$ cat src/design/shs_pkg.sv
// Shared types, constants and round functions for the SHA-256 stream hasher.
// Used by shs_compress and sha256_stream_hasher_top; depends on nothing else.
`default_nettype none

package shs_pkg;

	localparam int WORD_W    = 32;
	localparam int BLOCK_W   = 512;
	localparam int FILL_W    = 6;
	localparam int ROUND_W   = 6;
	localparam int LEN_W     = 64;

	typedef logic [WORD_W-1:0]          word_t;
	typedef logic [7:0][WORD_W-1:0]     chain_t;
	typedef logic [15:0][WORD_W-1:0]    window_t;
	typedef logic [BLOCK_W-1:0]         block_t;

	localparam chain_t INIT_HASH = {
		32'h5be0cd19, 32'h1f83d9ab, 32'h9b05688c, 32'h510e527f,
		32'ha54ff53a, 32'h3c6ef372, 32'hbb67ae85, 32'h6a09e667
	};

	localparam logic [7:0] PAD_MARK_BYTE = 8'h80;
	localparam logic [FILL_W-1:0] FILL_LAST = 6'd63;
	localparam logic [FILL_W-1:0] FILL_LEN  = 6'd56;
	localparam logic [ROUND_W-1:0] ROUND_LAST = 6'd63;

	typedef struct packed {
		logic start;
		logic init;
	} shs_ctrl_t;

	typedef struct packed {
		logic idle;
		logic done;
	} shs_stat_t;

	typedef enum logic [1:0] {
		CORE_IDLE,
		CORE_ROUND,
		CORE_FOLD
	} core_state_t;

	typedef enum logic [2:0] {
		ST_IDLE,
		ST_START,
		ST_WAIT,
		ST_MARK,
		ST_ZERO,
		ST_LEN,
		ST_FINISH
	} top_state_t;

	function automatic word_t rotr(input word_t x, input int n);
		rotr = (x >> n) | (x << (WORD_W - n));
	endfunction

	function automatic word_t big_sigma0(input word_t x);
		big_sigma0 = rotr(x, 2) ^ rotr(x, 13) ^ rotr(x, 22);
	endfunction

	function automatic word_t big_sigma1(input word_t x);
		big_sigma1 = rotr(x, 6) ^ rotr(x, 11) ^ rotr(x, 25);
	endfunction

	function automatic word_t small_sigma0(input word_t x);
		small_sigma0 = rotr(x, 7) ^ rotr(x, 18) ^ (x >> 3);
	endfunction

	function automatic word_t small_sigma1(input word_t x);
		small_sigma1 = rotr(x, 17) ^ rotr(x, 19) ^ (x >> 10);
	endfunction

	function automatic word_t choose(input word_t e, input word_t f, input word_t g);
		choose = (e & f) ^ (~e & g);
	endfunction

	function automatic word_t majority(input word_t a, input word_t b, input word_t c);
		majority = (a & b) ^ (a & c) ^ (b & c);
	endfunction

	function automatic word_t round_k(input logic [ROUND_W-1:0] idx);
		case (idx)
			6'd0:  round_k = 32'h428a2f98;
			6'd1:  round_k = 32'h71374491;
			6'd2:  round_k = 32'hb5c0fbcf;
			6'd3:  round_k = 32'he9b5dba5;
			6'd4:  round_k = 32'h3956c25b;
			6'd5:  round_k = 32'h59f111f1;
			6'd6:  round_k = 32'h923f82a4;
			6'd7:  round_k = 32'hab1c5ed5;
			6'd8:  round_k = 32'hd807aa98;
			6'd9:  round_k = 32'h12835b01;
			6'd10: round_k = 32'h243185be;
			6'd11: round_k = 32'h550c7dc3;
			6'd12: round_k = 32'h72be5d74;
			6'd13: round_k = 32'h80deb1fe;
			6'd14: round_k = 32'h9bdc06a7;
			6'd15: round_k = 32'hc19bf174;
			6'd16: round_k = 32'he49b69c1;
			6'd17: round_k = 32'hefbe4786;
			6'd18: round_k = 32'h0fc19dc6;
			6'd19: round_k = 32'h240ca1cc;
			6'd20: round_k = 32'h2de92c6f;
			6'd21: round_k = 32'h4a7484aa;
			6'd22: round_k = 32'h5cb0a9dc;
			6'd23: round_k = 32'h76f988da;
			6'd24: round_k = 32'h983e5152;
			6'd25: round_k = 32'ha831c66d;
			6'd26: round_k = 32'hb00327c8;
			6'd27: round_k = 32'hbf597fc7;
			6'd28: round_k = 32'hc6e00bf3;
			6'd29: round_k = 32'hd5a79147;
			6'd30: round_k = 32'h06ca6351;
			6'd31: round_k = 32'h14292967;
			6'd32: round_k = 32'h27b70a85;
			6'd33: round_k = 32'h2e1b2138;
			6'd34: round_k = 32'h4d2c6dfc;
			6'd35: round_k = 32'h53380d13;
			6'd36: round_k = 32'h650a7354;
			6'd37: round_k = 32'h766a0abb;
			6'd38: round_k = 32'h81c2c92e;
			6'd39: round_k = 32'h92722c85;
			6'd40: round_k = 32'ha2bfe8a1;
			6'd41: round_k = 32'ha81a664b;
			6'd42: round_k = 32'hc24b8b70;
			6'd43: round_k = 32'hc76c51a3;
			6'd44: round_k = 32'hd192e819;
			6'd45: round_k = 32'hd6990624;
			6'd46: round_k = 32'hf40e3585;
			6'd47: round_k = 32'h106aa070;
			6'd48: round_k = 32'h19a4c116;
			6'd49: round_k = 32'h1e376c08;
			6'd50: round_k = 32'h2748774c;
			6'd51: round_k = 32'h34b0bcb5;
			6'd52: round_k = 32'h391c0cb3;
			6'd53: round_k = 32'h4ed8aa4a;
			6'd54: round_k = 32'h5b9cca4f;
			6'd55: round_k = 32'h682e6ff3;
			6'd56: round_k = 32'h748f82ee;
			6'd57: round_k = 32'h78a5636f;
			6'd58: round_k = 32'h84c87814;
			6'd59: round_k = 32'h8cc70208;
			6'd60: round_k = 32'h90befffa;
			6'd61: round_k = 32'ha4506ceb;
			6'd62: round_k = 32'hbef9a3f7;
			6'd63: round_k = 32'hc67178f2;
			default: round_k = '0;
		endcase
	endfunction

endpackage

`default_nettype wire

$ cat src/design/sha256_stream_hasher_top.sv
// SHA-256 stream hasher: one byte per beat; the 64th byte of a block holds the input
// while shs_compress starts, runs its 64 rounds and folds the chain. Closing a message
// feeds padding one byte per cycle outside the compressions, with one or two more
// compressions, then loads the digest.
// The digest waits in an output register. Reset loads the initial hash values,
// clears the byte count and leaves the block idle and ready.
`default_nettype none

module sha256_stream_hasher_top (
	input  wire         clk,
	input  wire         arst_n,
	input  wire         in_valid,
	output logic        in_ready,
	input  wire  [7:0]  data_byte,
	input  wire         has_byte,
	input  wire         end_of_message,
	output logic        out_valid,
	input  wire         out_ready,
	output logic [63:0] digest_high,
	output logic [63:0] digest_upper_mid,
	output logic [63:0] digest_lower_mid,
	output logic [63:0] digest_low
);

	shs_pkg::top_state_t            st_q, st_d;
	shs_pkg::top_state_t            ret_q, ret_d;
	logic [shs_pkg::FILL_W-1:0]     fill_q;
	logic [shs_pkg::LEN_W-1:0]      count_q;
	shs_pkg::block_t                buf_q;
	logic                           out_valid_q;
	logic [63:0]                    dig0_q, dig1_q, dig2_q, dig3_q;

	shs_pkg::shs_ctrl_t             ctrl;
	shs_pkg::shs_stat_t             stat;
	shs_pkg::chain_t                chain;

	logic                           shift_en;
	logic [7:0]                     shift_byte;
	logic                           count_en;
	logic                           load_out;
	logic [shs_pkg::LEN_W-1:0]      bit_len;
	logic [shs_pkg::LEN_W-1:0]      len_shifted;

	assign bit_len     = {count_q[shs_pkg::LEN_W-4:0], 3'b000};
	// fill 56..63 picks length bytes most significant first
	assign len_shifted = bit_len >> {~fill_q[2:0], 3'b000};

	always_comb begin
		st_d       = st_q;
		ret_d      = ret_q;
		shift_en   = 1'b0;
		shift_byte = '0;
		count_en   = 1'b0;
		load_out   = 1'b0;
		ctrl.start = 1'b0;
		ctrl.init  = 1'b0;
		case (st_q)
			shs_pkg::ST_IDLE: begin
				if (in_valid) begin
					if (has_byte) begin
						shift_en   = 1'b1;
						shift_byte = data_byte;
						count_en   = 1'b1;
					end
					if (has_byte && fill_q == shs_pkg::FILL_LAST) begin
						st_d  = shs_pkg::ST_START;
						ret_d = end_of_message ? shs_pkg::ST_MARK : shs_pkg::ST_IDLE;
					end else if (end_of_message) begin
						st_d = shs_pkg::ST_MARK;
					end
				end
			end
			shs_pkg::ST_START: begin
				if (stat.idle) begin
					ctrl.start = 1'b1;
					st_d       = shs_pkg::ST_WAIT;
				end
			end
			shs_pkg::ST_WAIT: begin
				if (stat.done) begin
					st_d = ret_q;
				end
			end
			shs_pkg::ST_MARK: begin
				shift_en   = 1'b1;
				shift_byte = shs_pkg::PAD_MARK_BYTE;
				if (fill_q == shs_pkg::FILL_LAST) begin
					st_d  = shs_pkg::ST_START;
					ret_d = shs_pkg::ST_ZERO;
				end else begin
					st_d = shs_pkg::ST_ZERO;
				end
			end
			shs_pkg::ST_ZERO: begin
				if (fill_q == shs_pkg::FILL_LEN) begin
					st_d = shs_pkg::ST_LEN;
				end else begin
					shift_en = 1'b1;
					if (fill_q == shs_pkg::FILL_LAST) begin
						st_d  = shs_pkg::ST_START;
						ret_d = shs_pkg::ST_ZERO;
					end
				end
			end
			shs_pkg::ST_LEN: begin
				shift_en   = 1'b1;
				shift_byte = len_shifted[7:0];
				if (fill_q == shs_pkg::FILL_LAST) begin
					st_d  = shs_pkg::ST_START;
					ret_d = shs_pkg::ST_FINISH;
				end
			end
			shs_pkg::ST_FINISH: begin
				// hold until the previous digest has left
				if (!out_valid_q || out_ready) begin
					load_out  = 1'b1;
					ctrl.init = 1'b1;
					st_d      = shs_pkg::ST_IDLE;
				end
			end
			default: st_d = shs_pkg::ST_IDLE;
		endcase
	end

	always_ff @(posedge clk or negedge arst_n) begin
		if (!arst_n) begin
			st_q        <= shs_pkg::ST_IDLE;
			ret_q       <= shs_pkg::ST_IDLE;
			fill_q      <= '0;
			count_q     <= '0;
			out_valid_q <= 1'b0;
		end else begin
			st_q  <= st_d;
			ret_q <= ret_d;
			if (shift_en) begin
				fill_q <= fill_q + 1'b1;
			end
			if (load_out) begin
				count_q <= '0;
			end else if (count_en) begin
				count_q <= count_q + 1'b1;
			end
			if (load_out) begin
				out_valid_q <= 1'b1;
			end else if (out_ready) begin
				out_valid_q <= 1'b0;
			end
		end
	end

	always_ff @(posedge clk) begin
		if (shift_en) begin
			buf_q <= {buf_q[shs_pkg::BLOCK_W-9:0], shift_byte};
		end
		if (load_out) begin
			dig0_q <= {chain[0], chain[1]};
			dig1_q <= {chain[2], chain[3]};
			dig2_q <= {chain[4], chain[5]};
			dig3_q <= {chain[6], chain[7]};
		end
	end

	shs_compress u_compress (
		.clk    (clk),
		.arst_n (arst_n),
		.ctrl   (ctrl),
		.block  (buf_q),
		.stat   (stat),
		.chain  (chain)
	);

	assign in_ready         = (st_q == shs_pkg::ST_IDLE);
	assign out_valid        = out_valid_q;
	assign digest_high      = dig0_q;
	assign digest_upper_mid = dig1_q;
	assign digest_lower_mid = dig2_q;
	assign digest_low       = dig3_q;

endmodule

`default_nettype wire

$ cat src/design/shs_compress.sv
// SHA-256 compression engine: one round per cycle over a rolling 16-word schedule.
// Holds the chain value; depends on shs_pkg.
`default_nettype none

module shs_compress (
	input  wire                 clk,
	input  wire                 arst_n,
	input  wire shs_pkg::shs_ctrl_t ctrl,
	input  wire shs_pkg::block_t    block,
	output shs_pkg::shs_stat_t  stat,
	output shs_pkg::chain_t     chain
);

	shs_pkg::core_state_t              state_q, state_d;
	logic [shs_pkg::ROUND_W-1:0]       round_q;
	shs_pkg::window_t                  win_q;
	shs_pkg::chain_t                   wv_q;
	shs_pkg::chain_t                   chain_q;

	shs_pkg::word_t t1, t2, w_next;

	always_comb begin
		t1 = wv_q[7] + shs_pkg::big_sigma1(wv_q[4]) +
			shs_pkg::choose(wv_q[4], wv_q[5], wv_q[6]) +
			shs_pkg::round_k(round_q) + win_q[0];
		t2 = shs_pkg::big_sigma0(wv_q[0]) + shs_pkg::majority(wv_q[0], wv_q[1], wv_q[2]);
		// word sixteen rounds ahead of the one in use
		w_next = shs_pkg::small_sigma1(win_q[14]) + win_q[9] +
			shs_pkg::small_sigma0(win_q[1]) + win_q[0];
	end

	always_comb begin
		state_d   = state_q;
		stat.idle = 1'b0;
		stat.done = 1'b0;
		case (state_q)
			shs_pkg::CORE_IDLE: begin
				stat.idle = 1'b1;
				if (ctrl.start) begin
					state_d = shs_pkg::CORE_ROUND;
				end
			end
			shs_pkg::CORE_ROUND: begin
				if (round_q == shs_pkg::ROUND_LAST) begin
					state_d = shs_pkg::CORE_FOLD;
				end
			end
			shs_pkg::CORE_FOLD: begin
				stat.done = 1'b1;
				state_d   = shs_pkg::CORE_IDLE;
			end
			default: state_d = shs_pkg::CORE_IDLE;
		endcase
	end

	always_ff @(posedge clk or negedge arst_n) begin
		if (!arst_n) begin
			state_q <= shs_pkg::CORE_IDLE;
			round_q <= '0;
			chain_q <= shs_pkg::INIT_HASH;
		end else begin
			state_q <= state_d;
			case (state_q)
				shs_pkg::CORE_IDLE: begin
					round_q <= '0;
					if (ctrl.init) begin
						chain_q <= shs_pkg::INIT_HASH;
					end
				end
				shs_pkg::CORE_ROUND: begin
					round_q <= round_q + 1'b1;
				end
				shs_pkg::CORE_FOLD: begin
					for (int j = 0; j < 8; j++) begin
						chain_q[j] <= chain_q[j] + wv_q[j];
					end
				end
				default: round_q <= '0;
			endcase
		end
	end

	always_ff @(posedge clk) begin
		if (state_q == shs_pkg::CORE_IDLE && ctrl.start) begin
			// first byte of the block sits in the top bits
			for (int j = 0; j < 16; j++) begin
				win_q[j] <= block[(15-j)*32 +: 32];
			end
			wv_q <= chain_q;
		end else if (state_q == shs_pkg::CORE_ROUND) begin
			win_q <= {w_next, win_q[15:1]};
			wv_q  <= {wv_q[6], wv_q[5], wv_q[4], wv_q[3] + t1,
				wv_q[2], wv_q[1], wv_q[0], t1 + t2};
		end
	end

	assign chain = chain_q;

endmodule

`default_nettype wire

$ cat config.mk
export PLATFORM = sky130hd
export DESIGN_NAME = sha256_stream_hasher_top
export DESIGN_NICKNAME = d
export VERILOG_FILES = /design/src/design/shs_pkg.sv /design/src/design/sha256_stream_hasher_top.sv /design/src/design/shs_compress.sv
export SDC_FILE = /design/constraint.sdc
export NUM_CORES = 2
export LEC_CHECK = 0
export BUFFER_PORTS_ARGS = -buffer_cell sky130_fd_sc_hd__buf_2
export CAP_MARGIN = 20
export CORE_MARGIN = 1.5
export CORE_UTILIZATION = 55
export CTS_BUF_LIST = sky130_fd_sc_hd__clkbuf_8
export DETAILED_ROUTE_END_ITERATION = 10
export GPL_TIMING_DRIVEN = 0
export PLACE_DENSITY = 0.72
export SLEW_MARGIN = 10
export SYNTH_ARGS = -nofsm -noshare
export SYNTH_HDL_FRONTEND = slang
export SYNTH_SLANG_ARGS = --single-unit
$ cat constraint.sdc
create_clock -name clk -period 60.7 [get_ports clk]
set_clock_uncertainty 0.05 [all_clocks]
set_input_delay 3.035 -clock clk [delete_from_list [all_inputs] [get_ports clk]]
set_output_delay 3.035 -clock clk [all_outputs]
set_load 0.02 [all_outputs]
Word level (Yosys, flattened, before mapping)
Memory sizes are Yosys's and may differ from the RTL's.
Index checks and enable logic that the tools add are counted.
{ "word_totals": {"ff_bits": 1877, "mem_count": 1, "inputBits": 14, "word_cells": 178, "mem_bits_ro": 2048} }
{ "mem_list": {"columns": ["memory", "words", "word_bits", "rd", "rd_clocked_by_memory_dff", "write_ports", "line_no", "text"], "rows": [
  ["(name not given)", 64, 32, 1, 0, 0, "shs_pkg.sv:83", "case (idx)"]
]} }
{ "classes": {"add_sub_neg": 21, "muxes": 45, "shift": 1, "n_reduce_logical": 16, "n_eq_ne": 22, "bitwise_logic": 28} }
{ "ops": {"columns": ["op", "count"], "rows": [
  ["$mux 512", 2],
  ["$mux 256", 3],
  ["$add 32x32->32", 18],
  ["$pmux 256 s2", 1],
  ["$xor 32x32->32", 9],
  ["$and 32x32->32", 5],
  ["$mux 64", 2],
  ["$add 64x1->64 const B", 1],
  ["$shr 64x6->8", 1],
  ["$mux 3", 14],
  ["$not 32->32", 1],
  ["$or 10x32->32", 1],
  ["$or 13x32->32", 1],
  ["$or 14x32->32", 1],
  ["$or 15x32->32", 1],
  ["$or 19x32->32", 1],
  ["$or 21x32->32", 1],
  ["$or 25x32->32", 1],
  ["$or 26x32->32", 1],
  ["$or 30x32->32", 1],
  ["$or 7x32->32", 1],
  ["$xor 32x22->32", 1],
  ["$xor 32x29->32", 1],
  ["$pmux 8 s3", 1],
  ["other kinds (29)", 63]
]} }

Longest topological paths before layout
{ "depth": {"word_depth": 10, "mapped_depth": 40, "depth_no_buf": 39} }

Hierarchy
A second synthesis with hierarchy kept.
{ "unflattened": {"cells_unflattened": 9009, "hier_area_um2": 97586.1} }
{ "modules_own_cells": {"columns": ["mod", "cells_per_inst", "instances", "seq_area_each_um2", "area_per_inst_um2"], "rows": [
  ["shs_compress", 7709, 1, 29838.6, 69703.1],
  ["sha256_stream_hasher_top", 1300, 1, 24913.9, 27883.0]
]} }

Worst setup path after synthesis
OpenSTA, ideal clock, no wires.
{ "synth_path": {"kind": "register -> register", "start": "register st_q[2]", "end": "register u_compress.win_q[0] (netlist name) (enable)", "synth_period_minus_slack_ns": 19.602, "arrival_ns": 14.158, "n_path_buf": 5, "path_stages_with_launch": 8, "setup_time_ns": 5.394, "slack_ns": 41.098, "required_ns": 55.256, "path_cell_list": "dfrtp_1 clkbuf_1 or4_1 clkbuf_1 clkbuf_1 clkbuf_1 clkbuf_1 nand2_1"} }
{ "synth_between": {"elab_chain_len": 4} }
{ "synth_lines": {"columns": ["item", "line_no", "text"], "rows": [
  ["start, declared", "sha256_stream_hasher_top.sv:25", "shs_pkg::top_state_t st_q, st_d;"],
  ["start signal, assigned", "sha256_stream_hasher_top.sv:127", "st_q <= shs_pkg::ST_IDLE;"],
  ["start signal, assigned", "sha256_stream_hasher_top.sv:133", "st_q <= st_d;"],
  ["$eq 3x1->1", "sha256_stream_hasher_top.sv:57", "case (st_q)"],
  ["$mux 1", "sha256_stream_hasher_top.sv:57", null],
  ["$logic_and 1x1->1", "shs_compress.sv:84", "if (state_q == shs_pkg::CORE_IDLE && ctrl.start) begin"],
  ["$reduce_bool 2->1 (no source line)", null, null],
  ["end signal, assigned by index", "shs_compress.sv:87", "win_q[j] <= block[(15-j)*32 +: 32];"],
  ["end signal, assigned", "shs_compress.sv:91", "win_q <= {w_next, win_q[15:1]};"],
  ["end, declared", "shs_compress.sv:16", "shs_pkg::window_t win_q;"]
]} }
Every way passes these cells.
A chain may end at the register's enable or synchronous reset.

Worst setup path after layout
{ "layout_path": {"start": "register u_compress.round_q[1] (netlist name)", "end": "register u_compress.wv_q[31] (netlist name) (data pin)"} }
{ "layout_between": {"elab_chain_len": 6} }
{ "layout_lines": {"columns": ["item", "line_no", "text"], "rows": [
  ["start, declared", "shs_compress.sv:15", "logic [shs_pkg::ROUND_W-1:0] round_q;"],
  ["start signal, assigned", "shs_compress.sv:71", "round_q <= round_q + 1'b1;"],
  ["$mem_v2 64x32", null, null],
  ["$add 32x32->32", "shs_compress.sv:24", "shs_pkg::choose(wv_q[4], wv_q[5], wv_q[6]) +"],
  ["$add 32x32->32", "shs_compress.sv:25", "shs_pkg::round_k(round_q) + win_q[0];"],
  ["$add 32x32->32", "shs_compress.sv:93", "wv_q[2], wv_q[1], wv_q[0], t1 + t2};"],
  ["$mux 256", "shs_compress.sv:90", "end else if (state_q == shs_pkg::CORE_ROUND) begin"],
  ["$mux 256", "shs_compress.sv:84", null],
  ["end signal, assigned", "shs_compress.sv:89", "wv_q <= chain_q;"],
  ["end signal, assigned", "shs_compress.sv:92", "wv_q <= {wv_q[6], wv_q[5], wv_q[4], wv_q[3] + t1,"],
  ["end, declared", "shs_compress.sv:17", "shs_pkg::chain_t wv_q;"]
]} }
Every way passes these cells. The select of a mux whose other input is x is not followed.

==> results.txt <==
Register area share after synthesis - 56.9%
Post-synth top area cell - edfxtp_1
Gr ovfl total - 0
Placer Congestion - 1.02
Vias per cell - 5.98
Setup WS pre-CTS - 49.18 ns
Chip height - 421 µm
ANT nets after route - 0
Layout area overhead - 11.6%
Largest family of logic cells by synthesized area - simple AND/OR/NAND/NOR gates
Finished layout cell area - 107000 µm²
Slowest stage cell, crit path - xnor2_1
Routed len/inst - 25.9 µm
Final Slew Violations - 0
Worst setup SP type - register
Post-CTS Hold Buffers - 0
First-pass GRT wire length - 453000 µm
Clk Tree Root Cell - clkbuf_8
Register-to-Register Path Depth - 37
Max VDD drop - 0.0242 mV
Reg2Reg Launch Point - u_compress.round_q[1]
Clock Path Buffers - 4
YS warnings - 0
CP most frequent cell - fa_1
Clk slew on worst S/H paths - 0.07 ns
Post-CTS sizing - 0
WS Path Type - reg -> reg
Hold_ws - 0.373 ns
Synth area leaders - edfxtp_1, nand2_1, dfrtp_1
Layout cells sized above 1 - 9.68%
Post-synthesis mux area share - 0.856%
Final min period - 11.82 ns
Setup ws final - 48.88 ns
Routed via count - 71700
Antenna violations before repair - 5
Number of port buffers - 271
Post-synth top area share - 48.0%
Synth Area in Adders - 9.45%
Cells after synthesis - 8788
HP Start - buf_q[196]
Site Rows - 153
Drt first-iter violations - 8772
Final setup fails - 0
Sum Neg Setup Slack - 0 ns
RR Endpoint - u_compress.wv_q[31]
Hold violation count in the final report - 0
Area after DPL - 101000 µm²
Pre-Repair DR Iteration Count - 7
Main synth FF type - edfxtp_1
Hold Path Depth - 0
Number of synthesized flops with an enable pin - 1536
Worst Tran Pin Value - 1.30 ns
Clk sinks - 1874
DRC violations left - 0
Layout Cells excl Fill - 12000
# nets final - 10000
Postcts setup bufs - 0
Vias in the first global route - 69600
Placed cells - 11400
Cell Area, Synth - 96200 µm²
Syn nets - 9391
Post-synthesis register bit count - 1874
Status - completed
Most frequent cells in the layout - nand2_1, edfxtp_1, a21oi_1
Unique cell type count in the Yosys netlist - 89
RSZ-0062 raised after global routing - no
Area of the multi-input gates - 38900 µm²
Max-slew headroom - 12.9%
Asr flop ratio synth - 18.0%
R2R Setup Slk - 48.88 ns
Avg Inst Size Synth - 10.9 µm²
Post-Synth Simple-Gate Area - 14.3%
Die area - 177000 µm²
PwrDens - 23.1 nW/µm²
Core area - 174000 µm²
Pleak - 42.9 nW
Largest net degree at the start of global routing - 120
WP data arrival - 12.49 ns
Crit path from - u_compress.round_q[1]
Max_cap viols - 0
Detailed Route WL - 311000 µm
Hold WC Path Type - reg -> reg
Starting density of the core - 55.3%
Hpwl dp - 233000 µm
Fmax - 0.0846 GHz
Die width - 421 µm
Commonest non-fill, non-tap cell in the layout - nand2_1
Total track usage - 34.7%
Reg area - 54800 µm²
Worst skew pair latency - 1.06 ns
Xor-xnor portion of the synthesized cell area - 5.65%
CP Capture Type - register
CTS tree - built
Compound-Gate Fraction of Synth Area - 10.2%
IO Pins - 272
CP max FO - 12
WP data required - 61.37 ns
CTS H-tree depth - 5
Filler instances - 14200
Fin crit share - 19.5%
Slowest Stage Delay on Critical Path - 0.85 ns
CTS buffer count - 320
Hold worst-path end - buf_q[204]
worst max-delay path: cells and delay by family (launching register included):
kind	cells	cell delay, ns
adders and majority gates	7	2.94
DFF	1	0.71
xor gates and xnor gates	2	1.01
and+or+nand+nor	6	1.35
buffers and inverters	6	1.72
AOI/OAI and AO/OA	16	3.74
per-stage QoR:
stage               power, mW  utilization (%)
floorplan                1.40                -
global placement         1.41             57.8
detailed placement       1.41             58.3
CTS                      2.49             61.7
global route             2.54             61.7
finish                   2.48             61.7
kinds of logic (layout without fill, tap and decap cells):
kind of cell / Yosys count / in the layout
buffers and inverters: 668 / 1536
adder cells (fa/ha/maj): 614 / 614
AND/OR/NAND/NOR: 3377 / 3377
multiplexers: 63 / 63
other: 0 / 5
flip-flops: 1874 / 1874
AO/OA/AOI/OAI: 1573 / 1573
XOR/XNOR: 619 / 619
per-layer routing:
metal	part of all wire [%]	global-route usage, %
met3	9.0	6.35
met1	39	46.6
met5	0	0
met2	46	53.9
met4	5.9	18.3
report_power, final:
part	switching (mW)	internal, mW
Combinational	0.00534	0.000956
Clock	0.520	0.574
Sequential	0.00000000000000000140	1.37
worst max path at each step:
stage,endpoint,depth (start not counted),slack (ns)
after floorplan,u_compress.win_q[0],7,41.10
after global placement,u_compress.win_q[367],7,28.94
after detailed placement,u_compress.wv_q[159],36,49.18
after CTS,u_compress.wv_q[159],36,49.16
after global routing,u_compress.wv_q[159],36,48.65
final,u_compress.wv_q[31],37,48.88
cells in the mapped netlist, types with 47 or more instances:
cell type / n
nand3_1: 86
o21a_1: 58
nor2_1: 444
a21o_1: 181
xor2_1: 228
o21ai_0: 360
xnor2_1: 390
dfstp_2: 136
fa_1: 195
ha_1: 394
nand2b_1: 58
dfrtp_1: 202
clkbuf_1: 363
nand2_1: 2449
a31oi_1: 47
a21oi_1: 536
o21bai_1: 50
edfxtp_1: 1536
a211oi_1: 48
nor2b_1: 54
nor3_1: 78
inv_1: 279
registers in the layout, summed over array words and instances (netlist names):
signal and cells:
out_valid 1, st_q 3, digest_low 64, ret_q 3, digest_upper_mid 64, buf_q 512
count_q 61, u_compress.chain 256, u_compress.win_q 512, digest_high 64, digest_lower_mid 64, u_compress.round_q 6
u_compress.wv_q 256, fill_q 6, u_compress.state_q 2
layout make-up:
| cell class | instances | share of cell area, % |
|---|---|---|
| Tap cell | 2325 | 2.71 |
| Inverter | 281 | 0.990 |
| Timing Repair Buffer | 309 | 2.06 |
| Multi-Input combinational cell | 6246 | 36.3 |
| Buffer | 387 | 1.37 |
| Sequential cell | 1874 | 51.0 |
| Clock inverter | 214 | 1.14 |
| Clock buffer | 345 | 4.43 |
| Antenna cell | 5 | 0.0117 |
Note: power is estimated with default switching activity, not from simulation.
